===== src/hw/rtl/drc_pkg.sv =====
// Shared types and constants for the debounced rotation counter.
// No dependencies; imported by the interfaces, the output buffer and the core.
`default_nettype none

package drc_pkg;

    // Field widths
    localparam int KIND_W   = 3;
    localparam int COUNT_W  = 32;
    localparam int DEB_W    = 16;
    localparam int CFG_IDX_W = 1;
    localparam int CFG_DATA_W = 32;

    // Transaction kinds
    localparam logic [KIND_W-1:0] KIND_PIN_CHANGE = 3'd0;
    localparam logic [KIND_W-1:0] KIND_TICK       = 3'd1;
    localparam logic [KIND_W-1:0] KIND_START      = 3'd2;
    localparam logic [KIND_W-1:0] KIND_STOP       = 3'd3;
    localparam logic [KIND_W-1:0] KIND_RESUME     = 3'd4;
    localparam logic [KIND_W-1:0] KIND_SET_COUNT  = 3'd5;
    localparam logic [KIND_W-1:0] KIND_CLR_ROT    = 3'd6;
    localparam logic [KIND_W-1:0] KIND_CLR_ACCEL  = 3'd7;

    // Configuration register indexes
    localparam logic [CFG_IDX_W-1:0] REG_DEBOUNCE_MS    = 1'd0;
    localparam logic [CFG_IDX_W-1:0] REG_DIST_PER_COUNT = 1'd1;

    localparam logic [DEB_W-1:0] DEBOUNCE_MS_RESET = 16'd10;

    typedef struct packed {
        logic [COUNT_W-1:0]        rotation_count;
        logic [COUNT_W-1:0]        accel_count;
        logic signed [COUNT_W-1:0] distance_total;
        logic                      counted;
        logic                      pin_valid;
    } t_result;

endpackage

`default_nettype wire


===== src/hw/rtl/drc_in_if.sv =====
// Input channel of the debounced rotation counter: valid/ready plus item fields.
// Depends on drc_pkg.
`default_nettype none

interface drc_in_if
    import drc_pkg::*;
();
    logic              valid;
    logic              ready;
    logic [KIND_W-1:0] kind;
    logic              pin_level;
    logic              sensing_enabled;
    logic              slow_start;
    logic              resume_from_pause;
    logic [COUNT_W-1:0] preset_count;

    modport source (
        output valid, kind, pin_level, sensing_enabled, slow_start,
               resume_from_pause, preset_count,
        input  ready
    );
    modport sink (
        input  valid, kind, pin_level, sensing_enabled, slow_start,
               resume_from_pause, preset_count,
        output ready
    );
endinterface

`default_nettype wire


===== src/hw/rtl/drc_out_if.sv =====
// Result channel of the debounced rotation counter: valid/ready plus result fields.
// Depends on drc_pkg.
`default_nettype none

interface drc_out_if
    import drc_pkg::*;
();
    logic                      valid;
    logic                      ready;
    logic [COUNT_W-1:0]        rotation_count;
    logic [COUNT_W-1:0]        accel_count;
    logic signed [COUNT_W-1:0] distance_total;
    logic                      counted;
    logic                      pin_valid;

    modport source (
        output valid, rotation_count, accel_count, distance_total, counted, pin_valid,
        input  ready
    );
    modport sink (
        input  valid, rotation_count, accel_count, distance_total, counted, pin_valid,
        output ready
    );
endinterface

`default_nettype wire


===== src/hw/rtl/drc_out_buf.sv =====
// Two-entry result buffer: decouples the core's result path from downstream stalls.
// Depends on drc_pkg.
`default_nettype none

module drc_out_buf
    import drc_pkg::*;
(
    input  wire logic    i_clk,
    input  wire logic    i_rst_n,
    input  wire logic    i_push,
    input  wire t_result i_data,
    output logic         o_space,
    output logic         o_valid,
    input  wire logic    i_pop_ready,
    output t_result      o_data
);

    t_result    r_buf [2];
    logic       r_wr_ptr;
    logic       r_rd_ptr;
    logic [1:0] r_count;
    logic       pop;

    assign o_space = (r_count != 2'd2);
    assign o_valid = (r_count != 2'd0);
    assign pop     = o_valid && i_pop_ready;
    assign o_data  = r_buf[r_rd_ptr];

    always_ff @(posedge i_clk) begin
        if (i_push) begin
            r_buf[r_wr_ptr] <= i_data;
        end
    end

    always_ff @(posedge i_clk) begin
        if (!i_rst_n) begin
            r_wr_ptr <= 1'b0;
            r_rd_ptr <= 1'b0;
            r_count  <= 2'd0;
        end else begin
            if (i_push) begin
                r_wr_ptr <= ~r_wr_ptr;
            end
            if (pop) begin
                r_rd_ptr <= ~r_rd_ptr;
            end
            case ({i_push, pop})
                2'b10:   r_count <= r_count + 2'd1;
                2'b01:   r_count <= r_count - 2'd1;
                default: r_count <= r_count;
            endcase
        end
    end

    a_no_overflow: assert property (@(posedge i_clk) disable iff (!i_rst_n)
        r_count != 2'd3)
        else $error("result buffer count out of range");

    a_no_push_full: assert property (@(posedge i_clk) disable iff (!i_rst_n)
        i_push |-> r_count != 2'd2)
        else $error("push into full result buffer");

    a_ptr_gap: assert property (@(posedge i_clk) disable iff (!i_rst_n)
        (r_count == 2'd0 || r_count == 2'd2) |-> r_wr_ptr == r_rd_ptr)
        else $error("result buffer pointers disagree with count");

endmodule

`default_nettype wire


===== src/hw/rtl/debounced_rotation_counter_core.sv =====
// Top level of the debounced rotation counter: state update, config registers, result buffer.
// Depends on drc_pkg, drc_in_if, drc_out_if and drc_out_buf.
//
//   channel    dir  protocol        carries
//   i_in_ch    in   valid/ready     kind, pin_level, sensing_enabled, slow_start,
//                                   resume_from_pause, preset_count
//   o_out_ch   out  valid/ready     rotation_count, accel_count, distance_total,
//                                   counted, pin_valid
//   i_cfg_*    in   write enable    debounce_ms (index 0), distance_per_count (index 1)
//
// One transaction per cycle while the buffer has space. The state registers update at the
// accept edge and the result enters a two-entry buffer at the same edge, then leaves it behind
// any older results. Synchronous active-low reset clears state, enables edges, restores
// debounce_ms to 10 and distance_per_count to 0, and empties the buffer. When downstream stalls,
// the buffer absorbs up to two results; input ready drops only when both slots are full.
`default_nettype none

module debounced_rotation_counter_core
    import drc_pkg::*;
(
    input  wire logic                  i_clk,
    input  wire logic                  i_rst_n,
    drc_in_if.sink                     i_in_ch,
    drc_out_if.source                  o_out_ch,
    input  wire logic                  i_cfg_we,
    input  wire logic [CFG_IDX_W-1:0]  i_cfg_idx,
    input  wire logic [CFG_DATA_W-1:0] i_cfg_data
);

    // Configuration registers
    logic [DEB_W-1:0]   r_debounce_ms;
    logic [COUNT_W-1:0] r_dist_per_count;

    // Block state
    logic [DEB_W-1:0]   r_left;
    logic [COUNT_W-1:0] r_rot;
    logic [COUNT_W-1:0] r_acc;
    logic [COUNT_W-1:0] r_dist;
    logic               r_edges;

    logic [DEB_W-1:0]   n_left;
    logic [COUNT_W-1:0] n_rot;
    logic [COUNT_W-1:0] n_acc;
    logic [COUNT_W-1:0] n_dist;
    logic               n_edges;
    logic               n_counted;

    logic               accept;
    logic               buf_space;
    logic [DEB_W-1:0]   left_dec;
    t_result            res_in;
    t_result            res_out;

    assign accept  = i_in_ch.valid && i_in_ch.ready;
    assign i_in_ch.ready = buf_space;
    assign left_dec = r_left - DEB_W'(1);

    // Config writes; the user must write only while the block is idle, which the block does not enforce
    always_ff @(posedge i_clk) begin
        if (!i_rst_n) begin
            r_debounce_ms    <= DEBOUNCE_MS_RESET;
            r_dist_per_count <= '0;
        end else if (i_cfg_we) begin
            unique case (i_cfg_idx)
                REG_DEBOUNCE_MS:    r_debounce_ms    <= i_cfg_data[DEB_W-1:0];
                REG_DIST_PER_COUNT: r_dist_per_count <= i_cfg_data[COUNT_W-1:0];
            endcase
        end
    end

    // Next state for the transaction on the input
    always_comb begin
        n_left    = r_left;
        n_rot     = r_rot;
        n_acc     = r_acc;
        n_dist    = r_dist;
        n_edges   = r_edges;
        n_counted = 1'b0;
        unique case (i_in_ch.kind)
            KIND_PIN_CHANGE: begin
                // Arm on a qualified high level, cancel otherwise; ignore while edges are off
                if (r_edges) begin
                    if (i_in_ch.pin_level && i_in_ch.sensing_enabled
                        && (r_debounce_ms != '0)) begin
                        n_left = r_debounce_ms;
                    end else begin
                        n_left = '0;
                    end
                end
            end
            KIND_TICK: begin
                // Advance an armed countdown; count on expiry with pin still high
                if (r_left != '0) begin
                    n_left = left_dec;
                    if ((left_dec == '0) && i_in_ch.pin_level) begin
                        n_rot     = r_rot + COUNT_W'(1);
                        n_dist    = r_dist + r_dist_per_count;
                        n_counted = 1'b1;
                        if (i_in_ch.slow_start) begin
                            n_acc = r_acc + COUNT_W'(1);
                        end
                    end
                end
            end
            KIND_START: begin
                n_left  = '0;
                n_rot   = i_in_ch.resume_from_pause ? i_in_ch.preset_count : '0;
                n_edges = 1'b1;
            end
            KIND_STOP: begin
                // Stop only gates edges; an armed countdown keeps running
                n_edges = 1'b0;
            end
            KIND_RESUME: begin
                n_edges = 1'b1;
            end
            KIND_SET_COUNT: begin
                n_rot = i_in_ch.preset_count;
            end
            KIND_CLR_ROT: begin
                n_rot = '0;
            end
            KIND_CLR_ACCEL: begin
                n_acc = '0;
            end
        endcase
    end

    always_ff @(posedge i_clk) begin
        if (!i_rst_n) begin
            r_left  <= '0;
            r_rot   <= '0;
            r_acc   <= '0;
            r_dist  <= '0;
            r_edges <= 1'b1;
        end else if (accept) begin
            r_left  <= n_left;
            r_rot   <= n_rot;
            r_acc   <= n_acc;
            r_dist  <= n_dist;
            r_edges <= n_edges;
        end
    end

    // Result for this transaction goes straight into the buffer
    always_comb begin
        res_in.rotation_count = n_rot;
        res_in.accel_count    = n_acc;
        res_in.distance_total = n_dist;
        res_in.counted        = n_counted;
        res_in.pin_valid      = i_in_ch.pin_level;
    end

    drc_out_buf u_out_buf (
        .i_clk       (i_clk),
        .i_rst_n     (i_rst_n),
        .i_push      (accept),
        .i_data      (res_in),
        .o_space     (buf_space),
        .o_valid     (o_out_ch.valid),
        .i_pop_ready (o_out_ch.ready),
        .o_data      (res_out)
    );

    assign o_out_ch.rotation_count = res_out.rotation_count;
    assign o_out_ch.accel_count    = res_out.accel_count;
    assign o_out_ch.distance_total = res_out.distance_total;
    assign o_out_ch.counted        = res_out.counted;
    assign o_out_ch.pin_valid      = res_out.pin_valid;

    a_count_on_expiry: assert property (@(posedge i_clk) disable iff (!i_rst_n)
        accept && n_counted |-> r_left == DEB_W'(1))
        else $error("rotation counted without countdown expiring");

    a_idle_tick_holds: assert property (@(posedge i_clk) disable iff (!i_rst_n)
        accept && (i_in_ch.kind == KIND_TICK) && (r_left == '0)
        |=> $stable(r_rot) && $stable(r_dist) && $stable(r_acc) && (r_left == '0))
        else $error("idle tick changed state");

    a_start_rearms: assert property (@(posedge i_clk) disable iff (!i_rst_n)
        accept && (i_in_ch.kind == KIND_START) |=> (r_left == '0) && r_edges)
        else $error("start did not cancel countdown and enable edges");

    a_stop_gates: assert property (@(posedge i_clk) disable iff (!i_rst_n)
        accept && (i_in_ch.kind == KIND_STOP) |=> !r_edges && $stable(r_left))
        else $error("stop changed the countdown or left edges on");

endmodule

`default_nettype wire

===== src/flat_wrapper.sv =====
// flat-port wrapper written by rule: the top's interface ports become plain ports
module debounced_rotation_counter_core_flat import drc_pkg::*;
  (i_clk, i_rst_n, i_cfg_we, i_cfg_idx, i_cfg_data, i_in_ch_valid, i_in_ch_kind, i_in_ch_pin_level, i_in_ch_sensing_enabled, i_in_ch_slow_start, i_in_ch_resume_from_pause, i_in_ch_preset_count, i_in_ch_ready, o_out_ch_valid, o_out_ch_rotation_count, o_out_ch_accel_count, o_out_ch_distance_total, o_out_ch_counted, o_out_ch_pin_valid, o_out_ch_ready);
  drc_in_if i_in_ch_i ();
  drc_out_if o_out_ch_i ();
  input  wire logic i_clk;
  input  wire logic i_rst_n;
  input  wire logic i_cfg_we;
  input  wire logic [CFG_IDX_W-1:0] i_cfg_idx;
  input  wire logic [CFG_DATA_W-1:0] i_cfg_data;
  input wire logic [$bits(i_in_ch_i.valid)-1:0] i_in_ch_valid;
  input wire logic [$bits(i_in_ch_i.kind)-1:0] i_in_ch_kind;
  input wire logic [$bits(i_in_ch_i.pin_level)-1:0] i_in_ch_pin_level;
  input wire logic [$bits(i_in_ch_i.sensing_enabled)-1:0] i_in_ch_sensing_enabled;
  input wire logic [$bits(i_in_ch_i.slow_start)-1:0] i_in_ch_slow_start;
  input wire logic [$bits(i_in_ch_i.resume_from_pause)-1:0] i_in_ch_resume_from_pause;
  input wire logic [$bits(i_in_ch_i.preset_count)-1:0] i_in_ch_preset_count;
  output wire logic [$bits(i_in_ch_i.ready)-1:0] i_in_ch_ready;
  output wire logic [$bits(o_out_ch_i.valid)-1:0] o_out_ch_valid;
  output wire logic [$bits(o_out_ch_i.rotation_count)-1:0] o_out_ch_rotation_count;
  output wire logic [$bits(o_out_ch_i.accel_count)-1:0] o_out_ch_accel_count;
  output wire logic [$bits(o_out_ch_i.distance_total)-1:0] o_out_ch_distance_total;
  output wire logic [$bits(o_out_ch_i.counted)-1:0] o_out_ch_counted;
  output wire logic [$bits(o_out_ch_i.pin_valid)-1:0] o_out_ch_pin_valid;
  input wire logic [$bits(o_out_ch_i.ready)-1:0] o_out_ch_ready;
  assign i_in_ch_i.valid = i_in_ch_valid;
  assign i_in_ch_i.kind = i_in_ch_kind;
  assign i_in_ch_i.pin_level = i_in_ch_pin_level;
  assign i_in_ch_i.sensing_enabled = i_in_ch_sensing_enabled;
  assign i_in_ch_i.slow_start = i_in_ch_slow_start;
  assign i_in_ch_i.resume_from_pause = i_in_ch_resume_from_pause;
  assign i_in_ch_i.preset_count = i_in_ch_preset_count;
  assign i_in_ch_ready = i_in_ch_i.ready;
  assign o_out_ch_valid = o_out_ch_i.valid;
  assign o_out_ch_rotation_count = o_out_ch_i.rotation_count;
  assign o_out_ch_accel_count = o_out_ch_i.accel_count;
  assign o_out_ch_distance_total = o_out_ch_i.distance_total;
  assign o_out_ch_counted = o_out_ch_i.counted;
  assign o_out_ch_pin_valid = o_out_ch_i.pin_valid;
  assign o_out_ch_i.ready = o_out_ch_ready;
  debounced_rotation_counter_core u_core (.i_clk(i_clk), .i_rst_n(i_rst_n), .i_in_ch(i_in_ch_i), .o_out_ch(o_out_ch_i), .i_cfg_we(i_cfg_we), .i_cfg_idx(i_cfg_idx), .i_cfg_data(i_cfg_data));
endmodule

===== config.mk =====
export PLATFORM = sky130hd
export DESIGN_NAME = debounced_rotation_counter_core_flat
export DESIGN_NICKNAME = d
export VERILOG_FILES = /design/src/hw/rtl/drc_pkg.sv /design/src/hw/rtl/drc_in_if.sv /design/src/hw/rtl/drc_out_if.sv /design/src/hw/rtl/drc_out_buf.sv /design/src/hw/rtl/debounced_rotation_counter_core.sv /design/src/flat_wrapper.sv
export SDC_FILE = /design/constraint.sdc
export NUM_CORES = 1
export LEC_CHECK = 0
export ABC_AREA = 1
export BUFFER_PORTS_ARGS = -buffer_cell sky130_fd_sc_hd__buf_2
export CAP_MARGIN = 20
export CORE_MARGIN = 3
export CORE_UTILIZATION = 53
export DETAILED_ROUTE_END_ITERATION = 10
export PLACE_DENSITY = 0.73
export REMOVE_ABC_BUFFERS = 1
export SYNTH_ARGS = -nofsm -noshare
export SYNTH_HDL_FRONTEND = slang
export SYNTH_SLANG_ARGS = --single-unit

===== constraint.sdc =====
create_clock -name i_clk -period 12.2 [get_ports i_clk]
set_input_delay 2.44 -clock i_clk [delete_from_list [all_inputs] [get_ports i_clk]]
set_output_delay 2.44 -clock i_clk [all_outputs]
set_load 0.03 [all_outputs]

==> results of run 1 <==
==> cells in the mapped netlist, drive strengths merged (2+ instances only) <==
master	n
a211oi	4
a21boi	3
a21o	6
a21oi	187
a31oi	6
and2	2
buf	30
clkbuf	89
clkinv	2
dfxtp	166
edfxtp	196
ha	36
inv	311
mux2	98
nand2	609
nand3	164
nand4	80
nor2	260
nor3	32
nor4	7
o211ai	30
o21ai	226
o21bai	6
o22ai	8
or2	2
xnor2	2
xor2	39
==> through the flow <==
step	cells	total power, mW	worst slack, ns	instance area, um^2	hold WS, ns
4_1_cts	3269	3.78	6.86	22700	0.447
5_1_grt	3272	3.95	6.81	22800	0.472
2_1_floorplan	2492	2.32	3.85	19800	0.425
6_report	3272	3.76	6.96	22800	0.453
3_3_place_gp	3197	2.60	6.68	21500	0.433
3_5_place_dp	3197	2.63	6.61	21500	0.444
==> layout make-up <==
type / instances / area (um^2)
clock buffer: 48 / 1020
multi-input combinational: 1817 / 9440
fill: 3498 / 14900
timing repair buffer: 197 / 1090
inverter: 313 / 1180
sequential: 362 / 9210
clock inverter: 24 / 190
tap: 511 / 639
==> worst max-delay path, cell delays in order (launching register included) <==
cell and delay (ns):
dfxtp_4 0.79, buf_4 0.75, mux2_2 0.46, buf_2 0.19
==> state kept, by name, indices dropped and copies added, names as in the netlist, named ones only <==
name / count
u_core.r_acc: 32
u_core.r_debounce_ms: 16
u_core.r_dist: 32
u_core.r_dist_per_count: 32
u_core.r_edges: 1
u_core.r_left: 16
u_core.r_rot: 32
u_core.u_out_buf.r_buf: 196
u_core.u_out_buf.r_count: 2
u_core.u_out_buf.r_rd_ptr: 1
u_core.u_out_buf.r_wr_ptr: 1
==> cells by family (layout without fill, tap and decap cells) <==
kind of cell	Yosys count	in the layout	synth area share (%)
adder cells (fa/ha/maj)	37	37	2.32
buffers and inverters	432	582	8.27
flip-flops	362	362	45.4
AND/OR/NAND/NOR	1159	1159	24.1
multiplexers	98	98	5.44
AO/OA/AOI/OAI	482	482	12.7
XOR/XNOR	41	41	1.77
==> power breakdown <==
group | internal (mW) | switching [mW] | leakage (nW)
sequential | 1.47 | 0.101 | 3.25
combinational | 0.327 | 0.716 | 6.05
clock | 0.642 | 0.502 | 0.601
total | 2.44 | 1.32 | 9.90
==> final timing paths <==
path / from / to / depth (start not counted)
hold / removal: u_core.u_out_buf.r_rd_ptr$_SDFFE_PN0P_ / register / 1
setup reg to reg: u_core.u_out_buf.r_count[0]$_SDFFE_PN0P_ / u_core.r_left[13]$_SDFFE_PN0P_ / 11
hold reg to reg: u_core.u_out_buf.r_rd_ptr$_SDFFE_PN0P_ / register / 1
setup / recovery: register / o_out_ch_distance_total[4] / 3
==> routing by layer <==
| layer | track usage (%) | vias to the layer above |
|---|---|---|
| li1 | - | 9009 |
| met1 | 38.7 | 8683 |
| met2 | 46.3 | 614 |
| met3 | 4.13 | 109 |
| met4 | 9.79 | 0 |
| met5 | 0 | - |
==> impl_results.md, run 1 <==
* # clock sinks at 362
* # DRC at 0
* H-tree depth at 2
* Worst Tran Pin Value at about 1.0 ns
* CTS Hold Buffers Added at 0
* Max-cap viol count at 0
* Proportion of layout cells with a drive suffix above 1 at between 10% and 20%
* DRT Pass-1 Iters at 6
* First-pass GRT wire length at between 90,000 and 100,000 um
* Outcome: complete, no violations
* Core Rows at between 70 and 80
* Crit path arrival time at between 2 and 3 ns
* Hold Violations, Final at 0
* CTS Buffer Depth at 3
* DRT iter0 DRCs at about 1,400
* Post-synthesis instance total at between 2,000 and 3,000
* Max Used Layer: met4
* Ys async rst share at 0%
* Area growth, synth to finish at 12.2%
* Routed wl met2 at 26,800 um
* Tmin final at approximately 5.2 ns
* Final period utilization at a little over two fifths
* DIE AREA at approximately 0.041 mm^2
* PostCTS Resize Cnt at 0
* Antenna violations before repair at 0
* Core box area at about 0.038 mm^2
* Port Buffer Count at approximately 180
* Layout Nets at 2,844
* Largest net degree at the start of global routing at 83
* Most common cell after layout, fill and taps aside: nand2_1
* Vias per cell at about 5.6
* Final setup fails at 0
* Hpwl dp at 40,100 um
* Critical Path RT at ~9.8 ns
* Peak supply drop at ~120 uV
* Synthesized area at around 0.02 mm^2
* Yosys top cell by area: edfxtp_1
* Max FO, Critical Path at 56
* Final WL at between 50,000 and 60,000 um
* Lkg Pwr at between 9 and 10 nW
* Die height at 202 um
* Main flop type after synthesis: edfxtp_1
* Initial Util at ~54%
* CTS buffer count at 39
* Post-synth top area share at about 29%
* Post-CTS Setup Inserts at 0
* Final Skew at 0.0207 ns
* Clk_lat worst skew at 0.57 ns
* Crit Path Category: reg2out
* Via count at 18,415
* Post-synth EDFFs at between 150 and 200
* All-layer global routing usage at ~28%
* CP Launch Type: register
* Seq cells post-synth at between 300 and 400
* Mapped Avg Cell Area at around 8 um^2
* Met3 wire length at roughly 3600 um
* Fin. max-slew vios at 0
* Vias in the first global route at 17,815
* HP Class: reg2reg
* GPL Wtd Cong at around 0.94
* IO Pins at around 180
* Yosys cell types at 49
* Setup slack, reg-to-reg at 8.64 ns
* Root Buffer: clkbuf_16
* Yosys Warn Count at 0
* PD cells at 165 mW/mm^2
* ANT cells at 0
* Max-slew headroom at slightly above 30%
* Clk pin slew, worst setup/hold paths at 0.06 ns
* Fin util at between 60% and 70%
* Wl on met1 at approximately 26,000 um
* Synth top area cells: edfxtp_1 (29%), dfxtp_1 (16%), nand2_1 (11%), inv_1 (5.7%), mux2_2 (5.4%)
* Routed wire per std cell at 17.9 um
* Max Clock Freq at ~0.19 GHz
* Final setup TNS at 0 ns
* Sequential element share of the synthesized area at between 40 and 50%
* Unrepaired setup endpoints after global routing: no
* CTS tree: yes
* Die W at between 200 and 250 um
* Commonest non-fill, non-tap cells in the layout: nand2_1 (607), inv_1 (306), nor2_1 (248), o21ai_0 (199), edfxtp_1 (196)
* Setup crit end kind: primary output
* ANT nets after route at 0
* GR Overflow Total at 0
Note: power is estimated with default switching activity, not from simulation.
==> inputs of run 2 (changes only) <==
--- a/config.mk
+++ b/config.mk
@@ -11,7 +11,7 @@
 export CORE_MARGIN = 3
 export CORE_UTILIZATION = 53
 export DETAILED_ROUTE_END_ITERATION = 10
-export PLACE_DENSITY = 0.73
+export PLACE_DENSITY = 0.76
 export REMOVE_ABC_BUFFERS = 1
 export SYNTH_ARGS = -nofsm -noshare
 export SYNTH_HDL_FRONTEND = slang
==> constraint.sdc (replaced) <==
create_clock -name i_clk -period 4.6 [get_ports i_clk]
set_input_delay 0.92 -clock i_clk [delete_from_list [all_inputs] [get_ports i_clk]]
set_output_delay 0.92 -clock i_clk [all_outputs]
set_load 0.03 [all_outputs]
==> run 2 against run 1 <==
Final area up 0.82%. Via count up 0.85%. Worst setup slack lost 5.8 ns. Global-route usage increased by 0.38 points. Non-clock buffer count increased by 8. Routed wire length is 1.9% higher. Clock skew shrank 0.0097 ns. Flip-flop and latch count stayed put. Register-to-register slack got worse by 7.5 ns. Sequential power grew to 2.7 times the previous value. Utilization grew 0.49 points. First-iteration DRC count increased by 15%. Largest power group unchanged. Highest routed layer unchanged.
==> impl_results.md, run 2 (synthesized netlist as in run 1, its figures left out) <==
* Crit path arrival time at between 3 and 4 ns
* PD cells at around 440 mW/mm^2
* Routed wl met2 at 27,000 um
* CTS buffer count at 39
* Sequential cell area at ~0.0092 mm^2
* Cells on worst reg2reg path at 16
* # DRC at 0
* Core box area at between 0.03 and 0.04 mm^2
* Unrepaired setup endpoints after global routing: no
* # fillers at 3,377
* # clock sinks at 362
* H-tree depth at 2
* Antenna violations before repair at 0
* DRT iter0 DRCs at roughly 1,600
* Vias in the first global route at approximately 18,000
* Wl on met1 at between 20,000 and 30,000 um
* Fin util at about 60%
* Max Clock Freq at between 0.2 and 0.3 GHz
* Setup crit end kind: register
* Layout Nets at 2,852
* Largest net degree at the start of global routing at just under 100
* IO Pins at 177
* Setup slack, reg-to-reg at 1.15 ns
* Hold Violations, Final at 0
* Final period utilization at 75.1%
* Peak supply drop at ~340 uV
* Hold Path Depth at 1
* DRT Pass-1 Iters at 6
* Post-CTS Setup Inserts at 0
* Port Buffer Count at ~180
* Area growth, synth to finish at 13.2%
* Max Used Layer: met4
* Most common cell after layout, fill and taps aside: nand2_1
* Final Power at between 10 and 15 mW
* GPL Wtd Cong at about 0.97
* End of the worst register-to-register path: u_core.u_out_buf.r_buf[0][91]$_DFFE_PP_
* Worst Tran Pin Value at 1.02 ns
* Fin. max-slew vios at 0
* Crit Path Category: reg2reg
* Met3 wire length at around 4100 um
* ANT nets after route at 0
* Max-slew headroom at a little under a third
* Core Rows at 71
* Lkg Pwr at approximately 10 nW
* Clk pin slew, worst setup/hold paths at approximately 0.060 ns
* Max-cap viol count at 0
* Final Skew at 0.0110 ns
* DIE AREA at a little over 0.04 mm^2
* Max FO, Critical Path at 30
* CP Launch Type: register
* Root Buffer: clkbuf_16
* Area of the multi-input gates at 0.00944 mm^2
* Routed wire per std cell at 18.2 um
* CTS tree: yes
* Critical Path RT at 4.90 ns
* HP Class: reg2reg
* First-pass GRT wire length at around 94,000 um
* CTS Buffer Depth at 3
* Largest register FFs at about 200
* RR Startpoint: u_core.r_left[0]$_SDFFE_PN0P_
* Die height at 202 um
* Die W at 202 um
* Biggest register: u_core.u_out_buf.r_buf
* Clk_lat worst skew at roughly 0.56 ns
* CTS Hold Buffers Added at 0
* Proportion of layout cells with a drive suffix above 1 at between 10% and 20%
* Hold Path Origin: u_core.u_out_buf.r_rd_ptr$_SDFFE_PN0P_
* Final setup TNS at 0 ns
* Via count at around 19,000
* Outcome: complete, no violations
* GR Overflow Total at 0
* Commonest non-fill, non-tap cells in the layout: nand2_1 (607), inv_1 (306), nor2_1 (248), o21ai_0 (199), edfxtp_1 (196)
* Final WL at a little under 60,000 um
* Tmin final at about 3.5 ns
* All-layer global routing usage at 28.7%
* Vias per cell at 5.66
* Hpwl dp at approximately 43,000 um
* Final setup fails at 0
* ANT cells at 0
* PostCTS Resize Cnt at 0
* Initial Util at 53.8%
==> run 2: cell types whose count changed in the layout (fill, tap and decap cells not counted), sizes merged <==
cell,before,now
clkinv,21,11
clkbuf,48,57
inv,313,311
bufinv,2,4
buf,197,205
==> run 2: how the worst max path moves through the flow <==
stage,startpoint,to,cells after the start
finish,u_core.r_left[0]$_SDFFE_PN0P_,u_core.u_out_buf.r_buf[0][91]$_DFFE_PP_,16
global route,u_core.r_left[0]$_SDFFE_PN0P_,u_core.u_out_buf.r_buf[1][49]$_DFFE_PP_,15
CTS,u_core.r_left[0]$_SDFFE_PN0P_,u_core.u_out_buf.r_buf[0][91]$_DFFE_PP_,16
detailed placement,u_core.r_left[0]$_SDFFE_PN0P_,u_core.u_out_buf.r_buf[1][91]$_DFFE_PP_,16
global placement,u_core.r_left[0]$_SDFFE_PN0P_,u_core.u_out_buf.r_buf[0][91]$_DFFE_PP_,16
floorplan,i_in_ch_valid,u_core.u_out_buf.r_buf[1][0]$_DFFE_PP_,2
==> run 2: layer usage <==
| metal | GRT usage (%) | up-vias |
|---|---|---|
| met5 | 0 | - |
| met2 | 45.6 | 710 |
| met4 | 9.32 | 0 |
| met1 | 40.3 | 8752 |
| li1 | - | 9004 |
| met3 | 4.77 | 106 |
==> run 2: power breakdown <==
part / internal (mW) / switching (mW) / total [mW]
logic: 0.875 / 1.91 / 2.78
registers: 3.90 / 0.273 / 4.18
clock network: 1.96 / 1.29 / 3.25
total: 6.74 / 3.47 / 10.2
==> run 2: area by class of cell <==
cell class / instances / share of cell area, %
timing repair buffer: 205 / 5.07
inverter: 313 / 5.12
clock inverter: 14 / 0.774
multi-input combinational: 1817 / 41.1
sequential: 362 / 40.1
tap: 511 / 2.79
clock buffer: 57 / 4.99
==> run 2: worst max-delay path: stages (launching register included) <==
cell and delay [ns]:
dfxtp_1 0.33, inv_2 0.10, ha_1 0.33, inv_1 0.10, nor2_1 0.31, nand2_1 0.10
nand2_1 0.06, nand2_1 0.12, nor2_1 0.13, nand2_1 0.09, nor2_4 0.66, buf_4 0.38
nand4_1 0.11, nand3_1 0.13, nand2_1 0.06, nand2_1 0.09, inv_1 0.07
==> run 2: through the flow <==
step	instance area [um^2]	worst slack (ns)	hold WS (ns)	instances
final	23000	1.15	0.454	3279
after global routing	23000	0.824	0.499	3279
after CTS	22900	1.18	0.459	3276
after detailed placement	21600	1.20	0.452	3205
after global placement	21600	1.19	0.428	3205
after floorplan	19800	-2.23	0.425	2492
